===== config.mk =====
export PLATFORM = sky130hd
export DESIGN_NAME = echo_ranging_pi_motor_drive_flat
export DESIGN_NICKNAME = d
export VERILOG_FILES = /design/src/design/erpmd_pkg.sv /design/src/design/erpmd_ifs.sv /design/src/design/echo_ranging_pi_motor_drive.sv /design/src/design/erpmd_cfg.sv /design/src/design/erpmd_front.sv /design/src/design/erpmd_drive.sv /design/src/flat_wrapper.sv
export VERILOG_INCLUDE_DIRS = /design/src /design/src/design
export SDC_FILE = /design/constraint.sdc
export NUM_CORES = 2
export LEC_CHECK = 0
export BUFFER_PORTS_ARGS = -buffer_cell sky130_fd_sc_hd__buf_2
export CAP_MARGIN = 10
export CORE_MARGIN = 2
export CORE_UTILIZATION = 45
export CTS_BUF_LIST = sky130_fd_sc_hd__clkbuf_8
export CTS_CLUSTER_SIZE = 8
export DETAILED_ROUTE_END_ITERATION = 12
export PLACE_DENSITY = 0.68
export SYNTH_ARGS = -nofsm -noshare
export SYNTH_HDL_FRONTEND = slang
export SYNTH_HIERARCHICAL = 1
export SYNTH_SLANG_ARGS = --single-unit

===== constraint.sdc =====
create_clock -name clk -period 14.7 [get_ports clk]
set_clock_uncertainty 0.1 [all_clocks]
set_input_delay 2.205 -clock clk [delete_from_list [all_inputs] [get_ports clk]]
set_output_delay 2.205 -clock clk [all_outputs]
set_load 0.01 [all_outputs]

===== src/design/echo_ranging_pi_motor_drive_macros.svh =====
// ----------------------------------------------------------------------------
// Assertion macros for the echo ranging PI motor drive
// Concurrent checks sampled on clk and switched off while rst is high.
// ----------------------------------------------------------------------------
`ifndef ECHO_RANGING_PI_MOTOR_DRIVE_MACROS_SVH
`define ECHO_RANGING_PI_MOTOR_DRIVE_MACROS_SVH

// A condition that must hold at every clock edge outside reset.
`define ERPMD_ASSERT_ALWAYS(label, cond, msg) \
  label: assert property (@(posedge clk) disable iff (rst) (cond)) else $error(msg);

// A condition that must hold in the cycle after a trigger.
`define ERPMD_ASSERT_NEXT(label, trig, cond, msg) \
  label: assert property (@(posedge clk) disable iff (rst) (trig) |=> (cond)) \
    else $error(msg);

`endif


===== src/design/erpmd_pkg.sv =====
// ----------------------------------------------------------------------------
// erpmd_pkg
// Shared widths, codes and types of the echo ranging PI motor drive.
// ----------------------------------------------------------------------------
package erpmd_pkg;

  // Field widths.
  localparam int unsigned ModeW   = 2;
  localparam int unsigned TimeW   = 16;
  localparam int unsigned DistW   = 8;
  localparam int unsigned LevelW  = 8;
  localparam int unsigned GainW   = 8;
  localparam int unsigned IntegW  = 32;
  localparam int unsigned ErrW    = 9;
  localparam int unsigned PropW   = 17;
  localparam int unsigned ProdW   = 40;
  localparam int unsigned QuotW   = 17;
  localparam int unsigned DriveW  = 19;

  // Configuration port.
  localparam int unsigned AddrW   = 4;
  localparam int unsigned DataW   = 32;

  // Event codes.
  localparam logic [ModeW-1:0] ModeEcho     = 2'd0;
  localparam logic [ModeW-1:0] ModeOverflow = 2'd1;
  localparam logic [ModeW-1:0] ModeTick     = 2'd2;

  // Register indexes.
  localparam logic [1:0] RegSetpoint = 2'd0;
  localparam logic [1:0] RegEnable   = 2'd1;
  localparam logic [1:0] RegGainP    = 2'd2;
  localparam logic [1:0] RegGainI    = 2'd3;

  // Register reset values.
  localparam logic [DistW-1:0] SetpointReset = 8'd100;
  localparam logic [GainW-1:0] GainPReset    = 8'd2;
  localparam logic [GainW-1:0] GainIReset    = 8'd0;

  // Rails and saturation limits.
  localparam logic [LevelW-1:0]        LevelMax  = 8'd255;
  localparam logic [DistW-1:0]         DistMax   = 8'd255;
  localparam logic signed [IntegW-1:0] IntegMax  = 32'sh7FFF_FFFF;
  localparam logic signed [IntegW-1:0] IntegMin  = 32'sh8000_0000;
  localparam logic signed [DriveW-1:0] DriveHigh = 19'sd255;
  localparam logic signed [DriveW-1:0] DriveLow  = -19'sd255;

  // Integral term divided by 100: magnitudes at or above 100 * 65536 are
  // clamped, since they already drive the output onto a rail. Below that
  // a multiply by ceil(2^30 / 100) and a shift by 30 is exact.
  localparam logic [ProdW-1:0] QuotLimit    = 40'd6553600;
  localparam logic [QuotW-1:0] QuotClamp    = 17'd65536;
  localparam int unsigned      RecipShift   = 30;
  localparam int unsigned      RecipW       = 24;
  localparam int unsigned      RecipInW     = 23;
  localparam logic [RecipW-1:0] RecipHundred = 24'd10737419;

  // Configuration registers.
  typedef struct packed {
    logic [DistW-1:0] setpoint;
    logic             enable;
    logic [GainW-1:0] gain_p;
    logic [GainW-1:0] gain_i;
  } erpmd_cfg_t;

  // Pipeline register between the front stage and the drive stage.
  typedef struct packed {
    logic                     is_tick;
    logic                     strobe;
    logic [DistW-1:0]         distance;
    logic signed [PropW-1:0]  prop;
    logic signed [ProdW-1:0]  prod_hold;
    logic signed [ProdW-1:0]  prod_step;
    logic signed [IntegW-1:0] sum_step;
  } erpmd_stage_t;

endpackage


===== src/design/erpmd_ifs.sv =====
// ----------------------------------------------------------------------------
// erpmd interfaces
// Valid/ready channels for event requests and drive result requests.
// ----------------------------------------------------------------------------
interface erpmd_in_if;
  import erpmd_pkg::*;

  logic              valid;
  logic              ready;
  logic [ModeW-1:0]  mode;
  logic              echo_level;
  logic [TimeW-1:0]  capture_time;

  modport source (output valid, mode, echo_level, capture_time, input ready);
  modport sink   (input valid, mode, echo_level, capture_time, output ready);
endinterface

interface erpmd_out_if;
  import erpmd_pkg::*;

  logic              valid;
  logic              ready;
  logic [DistW-1:0]  distance_cm;
  logic [LevelW-1:0] drive_forward;
  logic [LevelW-1:0] drive_reverse;
  logic              drive_write;

  modport source (output valid, distance_cm, drive_forward, drive_reverse, drive_write,
                  input ready);
  modport sink   (input valid, distance_cm, drive_forward, drive_reverse, drive_write,
                  output ready);
endinterface


===== src/design/echo_ranging_pi_motor_drive.sv =====
// ----------------------------------------------------------------------------
// echo_ranging_pi_motor_drive
// Pipeline: an accepted request loads the front stage register, then the
// result register once that is empty or its result is taken.
// Throughput: one request per cycle unless the result channel stalls; the
// integral rail check is resolved in the drive stage while the next tick is
// prepared for both outcomes.
// Reset: rst clears all event and controller state and loads the register
// defaults; there is no clearing pass.
// ----------------------------------------------------------------------------
module echo_ranging_pi_motor_drive #(
  parameter int unsigned OVERFLOW_WEIGHT = 65536,
  parameter int unsigned TICKS_PER_US    = 2,
  parameter int unsigned US_PER_CM       = 58
) (
  input  logic                          clk,
  input  logic                          rst,
  erpmd_in_if.sink                      echo_in,
  erpmd_out_if.source                   drive_out,
  input  logic                          psel,
  input  logic                          penable,
  input  logic                          pwrite,
  input  logic [erpmd_pkg::AddrW-1:0]   paddr,
  input  logic [erpmd_pkg::DataW-1:0]   pwdata,
  output logic [erpmd_pkg::DataW-1:0]   prdata,
  output logic                          pready
);
  import erpmd_pkg::*;

  erpmd_cfg_t               cfg;
  erpmd_stage_t             stage;
  logic                     stage_valid;
  logic                     advance;
  logic signed [IntegW-1:0] integ_next;

  // Configuration registers.
  erpmd_cfg u_cfg (
    .clk     (clk),
    .rst     (rst),
    .psel    (psel),
    .penable (penable),
    .pwrite  (pwrite),
    .paddr   (paddr),
    .pwdata  (pwdata),
    .prdata  (prdata),
    .pready  (pready),
    .cfg     (cfg)
  );

  // Event handling and first half of the PI step.
  erpmd_front #(
    .OVERFLOW_WEIGHT (OVERFLOW_WEIGHT),
    .TICKS_PER_US    (TICKS_PER_US),
    .US_PER_CM       (US_PER_CM)
  ) u_front (
    .clk         (clk),
    .rst         (rst),
    .echo_in     (echo_in),
    .cfg         (cfg),
    .integ_next  (integ_next),
    .advance     (advance),
    .stage_valid (stage_valid),
    .stage       (stage)
  );

  // Drive output and result register.
  erpmd_drive u_drive (
    .clk         (clk),
    .rst         (rst),
    .stage_valid (stage_valid),
    .stage       (stage),
    .advance     (advance),
    .integ_next  (integ_next),
    .drive_out   (drive_out)
  );

endmodule


===== src/design/erpmd_cfg.sv =====
// ----------------------------------------------------------------------------
// erpmd_cfg
// APB register file holding setpoint, drive enable and the two PI gains.
// ----------------------------------------------------------------------------
module erpmd_cfg (
  input  logic                          clk,
  input  logic                          rst,
  input  logic                          psel,
  input  logic                          penable,
  input  logic                          pwrite,
  input  logic [erpmd_pkg::AddrW-1:0]   paddr,
  input  logic [erpmd_pkg::DataW-1:0]   pwdata,
  output logic [erpmd_pkg::DataW-1:0]   prdata,
  output logic                          pready,
  output erpmd_pkg::erpmd_cfg_t         cfg
);
  import erpmd_pkg::*;

  logic       wr_en;
  logic [1:0] reg_index;

  assign pready    = 1'b1;
  assign wr_en     = psel && penable && pwrite;
  assign reg_index = paddr[AddrW-1:2];

  // Register writes in the access phase.
  always_ff @(posedge clk) begin
    if (rst) begin
      cfg.setpoint <= SetpointReset;
      cfg.enable   <= 1'b0;
      cfg.gain_p   <= GainPReset;
      cfg.gain_i   <= GainIReset;
    end else if (wr_en) begin
      unique case (reg_index)
        RegSetpoint: cfg.setpoint <= pwdata[DistW-1:0];
        RegEnable:   cfg.enable   <= pwdata[0];
        RegGainP:    cfg.gain_p   <= pwdata[GainW-1:0];
        RegGainI:    cfg.gain_i   <= pwdata[GainW-1:0];
        default: begin
        end
      endcase
    end
  end

  // Read data mux.
  always_comb begin
    unique case (reg_index)
      RegSetpoint: prdata = DataW'(cfg.setpoint);
      RegEnable:   prdata = DataW'(cfg.enable);
      RegGainP:    prdata = DataW'(cfg.gain_p);
      RegGainI:    prdata = DataW'(cfg.gain_i);
      default:     prdata = '0;
    endcase
  end

endmodule


===== src/design/erpmd_front.sv =====
// ----------------------------------------------------------------------------
// erpmd_front
// Input stage: echo timing, overflow count and distance state, plus the
// first half of the PI step (error, proportional term, integral candidates).
// ----------------------------------------------------------------------------
module erpmd_front #(
  parameter int unsigned OVERFLOW_WEIGHT = 65536,
  parameter int unsigned TICKS_PER_US    = 2,
  parameter int unsigned US_PER_CM       = 58
) (
  input  logic                                 clk,
  input  logic                                 rst,
  erpmd_in_if.sink                             echo_in,
  input  erpmd_pkg::erpmd_cfg_t                cfg,
  input  logic signed [erpmd_pkg::IntegW-1:0]  integ_next,
  input  logic                                 advance,
  output logic                                 stage_valid,
  output erpmd_pkg::erpmd_stage_t              stage
);
  import erpmd_pkg::*;

  // Width to centimetres: floor(ticks / Divisor), exact below Limit by a
  // reciprocal multiply, and saturated at Limit and above.
  localparam longint unsigned Divisor   = longint'(TICKS_PER_US) * longint'(US_PER_CM);
  localparam longint unsigned Limit     = 256 * Divisor;
  localparam int unsigned     XW        = $clog2(Limit);
  localparam int unsigned     DistShift = $clog2(Limit * Divisor);
  localparam longint unsigned Recip     = ((64'd1 << DistShift) + Divisor - 1) / Divisor;
  localparam int unsigned     MW        = $clog2(Recip + 1);
  localparam int unsigned     PW        = XW + MW;
  localparam logic [31:0]     OvfWeight = 32'(OVERFLOW_WEIGHT);
  localparam logic [31:0]     TickLimit = 32'(Limit);

  logic [7:0]        overflow_count;
  logic [7:0]        start_overflow;
  logic [TimeW-1:0]  start_time;
  logic [DistW-1:0]  measured_distance;

  logic              accept;
  logic [7:0]        ovf_delta;
  logic [31:0]       ticks;
  logic [PW-1:0]     scaled;
  logic [DistW-1:0]  dist_meas;
  logic [DistW-1:0]  distance_next;
  logic signed [ErrW-1:0]     err;
  logic signed [2*ErrW-1:0]   prop_full;
  logic signed [IntegW:0]     sum_wide;
  logic signed [IntegW-1:0]   sum_sat;
  logic signed [ProdW-1:0]    prod_hold;
  logic signed [ProdW-1:0]    prod_step;
  erpmd_stage_t               stage_next;

  assign echo_in.ready = !stage_valid || advance;
  assign accept        = echo_in.valid && echo_in.ready;

  // Pulse width in timer ticks, modulo 2^32, and its distance.
  assign ovf_delta = overflow_count - start_overflow;
  assign ticks     = 32'(ovf_delta) * OvfWeight + 32'(echo_in.capture_time)
                     - 32'(start_time);
  assign scaled    = PW'(ticks[XW-1:0]) * PW'(Recip);
  assign dist_meas = (ticks >= TickLimit) ? DistMax : scaled[DistShift +: DistW];

  assign distance_next = (echo_in.mode == ModeEcho && echo_in.echo_level)
                         ? dist_meas : measured_distance;

  // Error and proportional term.
  assign err       = $signed({1'b0, cfg.setpoint}) - $signed({1'b0, measured_distance});
  assign prop_full = err * $signed({1'b0, cfg.gain_p});

  // Integral if this tick accumulates, saturated to 32 bits.
  assign sum_wide = {integ_next[IntegW-1], integ_next}
                    + {{(IntegW + 1 - ErrW){err[ErrW-1]}}, err};
  always_comb begin
    if (sum_wide[IntegW] != sum_wide[IntegW-1]) begin
      sum_sat = sum_wide[IntegW] ? IntegMin : IntegMax;
    end else begin
      sum_sat = sum_wide[IntegW-1:0];
    end
  end

  // Integral times gain for both outcomes of the rail check.
  assign prod_hold = integ_next * $signed({1'b0, cfg.gain_i});
  assign prod_step = sum_sat * $signed({1'b0, cfg.gain_i});

  always_comb begin
    stage_next.is_tick   = (echo_in.mode == ModeTick);
    stage_next.strobe    = (echo_in.mode == ModeTick) && cfg.enable;
    stage_next.distance  = distance_next;
    stage_next.prop      = prop_full[PropW-1:0];
    stage_next.prod_hold = prod_hold;
    stage_next.prod_step = prod_step;
    stage_next.sum_step  = sum_sat;
  end

  // Event state updates on each accepted request.
  always_ff @(posedge clk) begin
    if (rst) begin
      overflow_count    <= '0;
      start_overflow    <= '0;
      start_time        <= '0;
      measured_distance <= '0;
    end else if (accept) begin
      case (echo_in.mode)
        ModeEcho: begin
          if (!echo_in.echo_level) begin
            start_time     <= echo_in.capture_time;
            start_overflow <= overflow_count;
          end else begin
            measured_distance <= dist_meas;
          end
        end
        ModeOverflow: overflow_count <= overflow_count + 8'd1;
        default: begin
        end
      endcase
    end
  end

  // Stage register.
  always_ff @(posedge clk) begin
    if (rst) begin
      stage_valid <= 1'b0;
    end else if (accept) begin
      stage_valid <= 1'b1;
    end else if (advance) begin
      stage_valid <= 1'b0;
    end
  end

  always_ff @(posedge clk) begin
    if (accept) begin
      stage <= stage_next;
    end
  end

endmodule


===== src/design/erpmd_drive.sv =====
// ----------------------------------------------------------------------------
// erpmd_drive
// Output stage: resolves the rail check, finishes the PI output, commits the
// integral and drive levels and holds the result register.
// ----------------------------------------------------------------------------
`include "echo_ranging_pi_motor_drive_macros.svh"

module erpmd_drive (
  input  logic                                 clk,
  input  logic                                 rst,
  input  logic                                 stage_valid,
  input  erpmd_pkg::erpmd_stage_t              stage,
  output logic                                 advance,
  output logic signed [erpmd_pkg::IntegW-1:0]  integ_next,
  erpmd_out_if.source                          drive_out
);
  import erpmd_pkg::*;

  logic signed [IntegW-1:0] integral;
  logic [LevelW-1:0]        forward_level;
  logic [LevelW-1:0]        reverse_level;

  logic                     out_valid;
  logic [DistW-1:0]         out_distance;
  logic [LevelW-1:0]        out_forward;
  logic [LevelW-1:0]        out_reverse;
  logic                     out_write;

  logic                      railed;
  logic signed [ProdW-1:0]   prod;
  logic [ProdW-1:0]          prod_mag;
  logic [RecipInW+RecipW-1:0] recip_prod;
  logic [QuotW-1:0]          quot_mag;
  logic signed [QuotW:0]     quot;
  logic signed [DriveW-1:0]  drive_sum;
  logic signed [DriveW-1:0]  drive_neg;
  logic [LevelW-1:0]         fwd_calc;
  logic [LevelW-1:0]         rev_calc;
  logic [LevelW-1:0]         forward_next;
  logic [LevelW-1:0]         reverse_next;

  assign advance = stage_valid && (!out_valid || drive_out.ready);
  assign railed  = (forward_level == LevelMax) || (reverse_level == LevelMax);

  // The integral only moves when neither level sat on its rail.
  assign integ_next = (advance && stage.is_tick && !railed) ? stage.sum_step : integral;

  // Integral term divided by 100, truncated toward zero.
  assign prod       = railed ? stage.prod_hold : stage.prod_step;
  assign prod_mag   = prod[ProdW-1] ? ProdW'(-prod) : ProdW'(prod);
  assign recip_prod = (RecipInW+RecipW)'(prod_mag[RecipInW-1:0])
                      * (RecipInW+RecipW)'(RecipHundred);
  assign quot_mag   = (prod_mag >= QuotLimit) ? QuotClamp : recip_prod[RecipShift +: QuotW];
  assign quot       = prod[ProdW-1] ? -$signed({1'b0, quot_mag}) : $signed({1'b0, quot_mag});

  // Sum, clip to the rails and split by direction.
  assign drive_sum = {{(DriveW - PropW){stage.prop[PropW-1]}}, stage.prop}
                     + {{(DriveW - QuotW - 1){quot[QuotW]}}, quot};
  assign drive_neg = -drive_sum;

  always_comb begin
    if (drive_sum > DriveHigh) begin
      fwd_calc = LevelMax;
      rev_calc = '0;
    end else if (drive_sum < DriveLow) begin
      fwd_calc = '0;
      rev_calc = LevelMax;
    end else if (!drive_sum[DriveW-1]) begin
      fwd_calc = drive_sum[LevelW-1:0];
      rev_calc = '0;
    end else begin
      fwd_calc = '0;
      rev_calc = drive_neg[LevelW-1:0];
    end
  end

  assign forward_next = stage.is_tick ? fwd_calc : forward_level;
  assign reverse_next = stage.is_tick ? rev_calc : reverse_level;

  // Committed controller state.
  always_ff @(posedge clk) begin
    if (rst) begin
      integral      <= '0;
      forward_level <= '0;
      reverse_level <= '0;
    end else begin
      integral <= integ_next;
      if (advance) begin
        forward_level <= forward_next;
        reverse_level <= reverse_next;
      end
    end
  end

  // Result register.
  always_ff @(posedge clk) begin
    if (rst) begin
      out_valid <= 1'b0;
    end else begin
      out_valid <= advance || (out_valid && !drive_out.ready);
    end
  end

  always_ff @(posedge clk) begin
    if (advance) begin
      out_distance <= stage.distance;
      out_forward  <= forward_next;
      out_reverse  <= reverse_next;
      out_write    <= stage.strobe;
    end
  end

  assign drive_out.valid         = out_valid;
  assign drive_out.distance_cm   = out_distance;
  assign drive_out.drive_forward = out_forward;
  assign drive_out.drive_reverse = out_reverse;
  assign drive_out.drive_write   = out_write;

  // Only one direction is ever driven.
  `ERPMD_ASSERT_ALWAYS(a_one_direction, (forward_level == '0) || (reverse_level == '0), "both drive levels nonzero")
  // Events other than control ticks leave the drive levels alone.
  `ERPMD_ASSERT_NEXT(a_levels_hold, advance && !stage.is_tick, $stable(forward_level) && $stable(reverse_level), "drive level moved on a non-tick event")
  // A tick taken while a level sits on its rail does not touch the integral.
  `ERPMD_ASSERT_NEXT(a_integral_frozen, advance && stage.is_tick && railed, $stable(integral), "integral moved while railed")

endmodule


===== src/flat_wrapper.sv =====
// flat-port wrapper written by rule: the top's interface ports become plain ports
module echo_ranging_pi_motor_drive_flat import erpmd_pkg::*;
#(
  parameter int unsigned OVERFLOW_WEIGHT = 65536,
  parameter int unsigned TICKS_PER_US    = 2,
  parameter int unsigned US_PER_CM       = 58
)
  (clk, rst, psel, penable, pwrite, paddr, pwdata, prdata, pready, echo_in_valid, echo_in_mode, echo_in_echo_level, echo_in_capture_time, echo_in_ready, drive_out_valid, drive_out_distance_cm, drive_out_drive_forward, drive_out_drive_reverse, drive_out_drive_write, drive_out_ready);
  erpmd_in_if echo_in_i ();
  erpmd_out_if drive_out_i ();
  input  logic clk;
  input  logic rst;
  input  logic psel;
  input  logic penable;
  input  logic pwrite;
  input  logic [erpmd_pkg::AddrW-1:0] paddr;
  input  logic [erpmd_pkg::DataW-1:0] pwdata;
  output logic [erpmd_pkg::DataW-1:0] prdata;
  output logic pready;
  input wire logic [$bits(echo_in_i.valid)-1:0] echo_in_valid;
  input wire logic [$bits(echo_in_i.mode)-1:0] echo_in_mode;
  input wire logic [$bits(echo_in_i.echo_level)-1:0] echo_in_echo_level;
  input wire logic [$bits(echo_in_i.capture_time)-1:0] echo_in_capture_time;
  output wire logic [$bits(echo_in_i.ready)-1:0] echo_in_ready;
  output wire logic [$bits(drive_out_i.valid)-1:0] drive_out_valid;
  output wire logic [$bits(drive_out_i.distance_cm)-1:0] drive_out_distance_cm;
  output wire logic [$bits(drive_out_i.drive_forward)-1:0] drive_out_drive_forward;
  output wire logic [$bits(drive_out_i.drive_reverse)-1:0] drive_out_drive_reverse;
  output wire logic [$bits(drive_out_i.drive_write)-1:0] drive_out_drive_write;
  input wire logic [$bits(drive_out_i.ready)-1:0] drive_out_ready;
  assign echo_in_i.valid = echo_in_valid;
  assign echo_in_i.mode = echo_in_mode;
  assign echo_in_i.echo_level = echo_in_echo_level;
  assign echo_in_i.capture_time = echo_in_capture_time;
  assign echo_in_ready = echo_in_i.ready;
  assign drive_out_valid = drive_out_i.valid;
  assign drive_out_distance_cm = drive_out_i.distance_cm;
  assign drive_out_drive_forward = drive_out_i.drive_forward;
  assign drive_out_drive_reverse = drive_out_i.drive_reverse;
  assign drive_out_drive_write = drive_out_i.drive_write;
  assign drive_out_i.ready = drive_out_ready;
  echo_ranging_pi_motor_drive #(.OVERFLOW_WEIGHT(OVERFLOW_WEIGHT), .TICKS_PER_US(TICKS_PER_US), .US_PER_CM(US_PER_CM)) u_core (.clk(clk), .rst(rst), .echo_in(echo_in_i), .drive_out(drive_out_i), .psel(psel), .penable(penable), .pwrite(pwrite), .paddr(paddr), .pwdata(pwdata), .prdata(prdata), .pready(pready));
endmodule

==> flow_metrics.py <==
metrics = {
    "setup_path": {
        "critical-path-top-delay-family": "adder cells",
        "worstSetupEndpointType": "register",
        "cp.buffers_inverters": 6,
        "crit_type": "reg2reg",
        "crit_required_ns": 15.01,
        "critPathLaunchType": "register",
        "crit_top_cell": "fa_1",
        "r2r_setup_slack_ns": 0.99,
        "critPathMaxStageDelay_ns": 0.64,
        "cp_slowest_cell": "xor2_1",
        "cp_max_fo": 15,
        "arrival_ns": 14.02,
    },
    "route": {
        "dr.first_iter.drc_count": 2591,
        "dr.pass1.iters": 5,
        "ant_nets": 0,
        "post-route-drc-count": 0,
        "vias": 38800,
        "drt-total-wl_mm": 131,
        "via_per_inst": 5.38,
        "post_drt_wl_per_cell_microns": 18.1,
    },
    "logic_synthesis": {
        "avgSynthCellArea_sq_um": 9.05,
        "ys_seq_area_share_pct": 14.1,
        "synth_edf_count": 164,
        "yosysUniqueCellTypes": 108,
        "synth_async_sr_flop_share_pct": 0,
        "synthCells": 5647,
        "synth_area_leaders": "fa_1, ha_1, edfxtp_1",
        "syn-cell-area_sq_um": 51100,
        "synth_top_area_share_pct": 28.5,
        "synth_top_flop_cell": "edfxtp_1",
        "yosysTopAreaCell": "fa_1",
        "synth_common_cells": "inv_1, fa_1, ha_1",
        "ys_ff_latch": 279,
        "synth_most_common_cell": "inv_1",
        "ys_warn_count": 6,
    },
    "clock_tree": {
        "clock_latency_ns": 0.73,
        "cts_made_buffers": 50,
        "cts_resized": 0,
        "cts_hold_buf": 0,
        "clk_pin_slew_ns": 0.06,
        "ctsHtreeMaxLevel": 2,
        "clock_sinks": 279,
        "cts_post_setup_buffers_inserted": 0,
        "cts_tree": "yes",
        "ctsRootBufferMaster": "clkbuf_8",
        "clk_path_buf_depth": 3,
    },
    "run_status": {
        "status": "complete, no violations",
    },
    "place": {
        "dpl.hpwl_mm": 107,
        "dp_slack_ns": 1.28,
        "postPlaceCellArea_sq_um": 53000,
        "routabilityCongestion": 0.946,
        "portBuffers": 70,
    },
    "timing": {
        "fin_crit_ns": 13.71,
        "setup_viol": 0,
        "drv_slew": 0,
        "fin_ws_ns": 0.995,
        "fin_crit_sh_pct": 93.2,
        "worst_slew_pin_slew_ns": 1.14,
        "relSlewSlack_pct": 23.9,
        "rsz0062_at_grt": "false",
        "hold_violations": 0,
        "max_freq_mhz": 73.0,
        "setup_tns_ns": 0,
    },
    "grt": {
        "grt.total_usage_pct": 22.7,
        "grt_max_degree": 100,
        "overflow": 0,
        "antenna_found_initial": 2,
        "grt_pass1_vias": 39000,
        "grt_pass1_wl_mm": 210,
    },
    "floorplanning": {
        "core_sq_um": 112000,
        "die_area_sq_um": 116000,
        "io_pins": 122,
        "start_util_pct": 45.4,
        "rows": 123,
        "die_h_microns": 341,
        "die_w_microns": 341,
    },
    "final_layout": {
        "final_cell_area_sq_um": 54200,
        "area_growth_pct": 6.05,
        "drive_gt1_share_pct": 6.07,
        "final_core_util_pct": 48.2,
        "nNetsFinal": 7113,
    },
    "run": {
        "maxCapViolations": 0,
    },
    "hold_path": {
        "hold_path.class": "reg2reg",
    },
}
final timing paths:
kind,start,to,cells past startpoint
worst max-delay path,u_core/u_drive/forward_level[6],u_core/u_drive/drive_out.drive_reverse[7],47
worst min-delay path,u_core/u_front/stage[133],u_core/u_drive/drive_out.distance_cm[4],0
worst max register to register,u_core/u_drive/forward_level[6],u_core/u_drive/drive_out.drive_reverse[7],47
worst min register to register,u_core/u_front/stage[133],u_core/u_drive/drive_out.distance_cm[4],0
stage by stage:
step,hold WS [ns],std cells
final,0.322,7223
after floorplan,0.300,5670
after global routing,0.327,7223
after detailed placement,0.306,7126
after global placement,0.303,7126
after CTS,0.317,7220
layout by cell type (no fill, tap or decap), drive strengths merged, types with 35 or more instances in the layout:
cell type	instances
xnor2	135
fa	727
nand2b	55
inv	1178
xor2	76
a21o	77
ha	645
dfxtp	115
nand3	63
and3	44
nand2	395
mux2i	59
o21ai	222
and2	224
edfxtp	164
buf	128
nand4	36
mux2	48
o21a	35
clkbuf	62
nor2b	73
a211oi	36
nor3	83
nor2	407
a21oi	199
state kept, by name (all words and copies together) (netlist names), 8 cells and up:
name                                    count
u_core/u_front/start_overflow               8
u_core/u_front/stage                      139
u_core/u_front/measured_distance            8
u_core/u_cfg/cfg                           25
u_core/u_drive/drive_out.drive_forward      8
u_core/u_drive/integral                    32
u_core/u_drive/drive_out.drive_reverse      8
u_core/u_drive/forward_level                8
u_core/u_drive/reverse_level                8
u_core/u_drive/drive_out.distance_cm        8
u_core/u_front/overflow_count               8
u_core/u_front/start_time                  16
layer usage:
layer  track usage (%)  part of all wire [%]
met5                 0                     0
met4              7.26                   3.3
met2              38.3                    48
met1              30.4                    44
met3              2.48                   5.4
cell type report:
type                    count  area (sq um)
well taps                1500          1880
multi-input cells        4057         38800
diodes                      2          5.00
fillers                 10700         58300
clock buffers              62           853
repair buffers            128           801
inverters                1163          4370
clock inverters            32           275
flip-flops and latches    279          7230
worst reg2reg max path, delay by kind of cell, from the launching register on:
| family | cells | cell delay [ns] |
|---|---|---|
| adder cells (fa/ha/maj) | 11 | 4.65 |
| AND/OR/NAND/NOR | 18 | 4.41 |
| AO/OA/AOI/OAI | 9 | 1.90 |
| XOR/XNOR | 3 | 1.23 |
| buffers and inverters | 6 | 0.77 |
| flip-flops | 1 | 0.35 |
logic make-up after synthesis:
logic type,share of synthesized area [%]
flip-flops,14.1
XOR/XNOR,3.62
multiplexers,2.26
adder cells (fa/ha/maj),44.3
buffers and inverters,10.2
AND/OR/NAND/NOR,15.1
other,0.0147
AO/OA/AOI/OAI,10.4
Power is left out: the tool's default activity adds up to more than one toggle a clock period on the data nets, which glitch-free logic cannot reach.
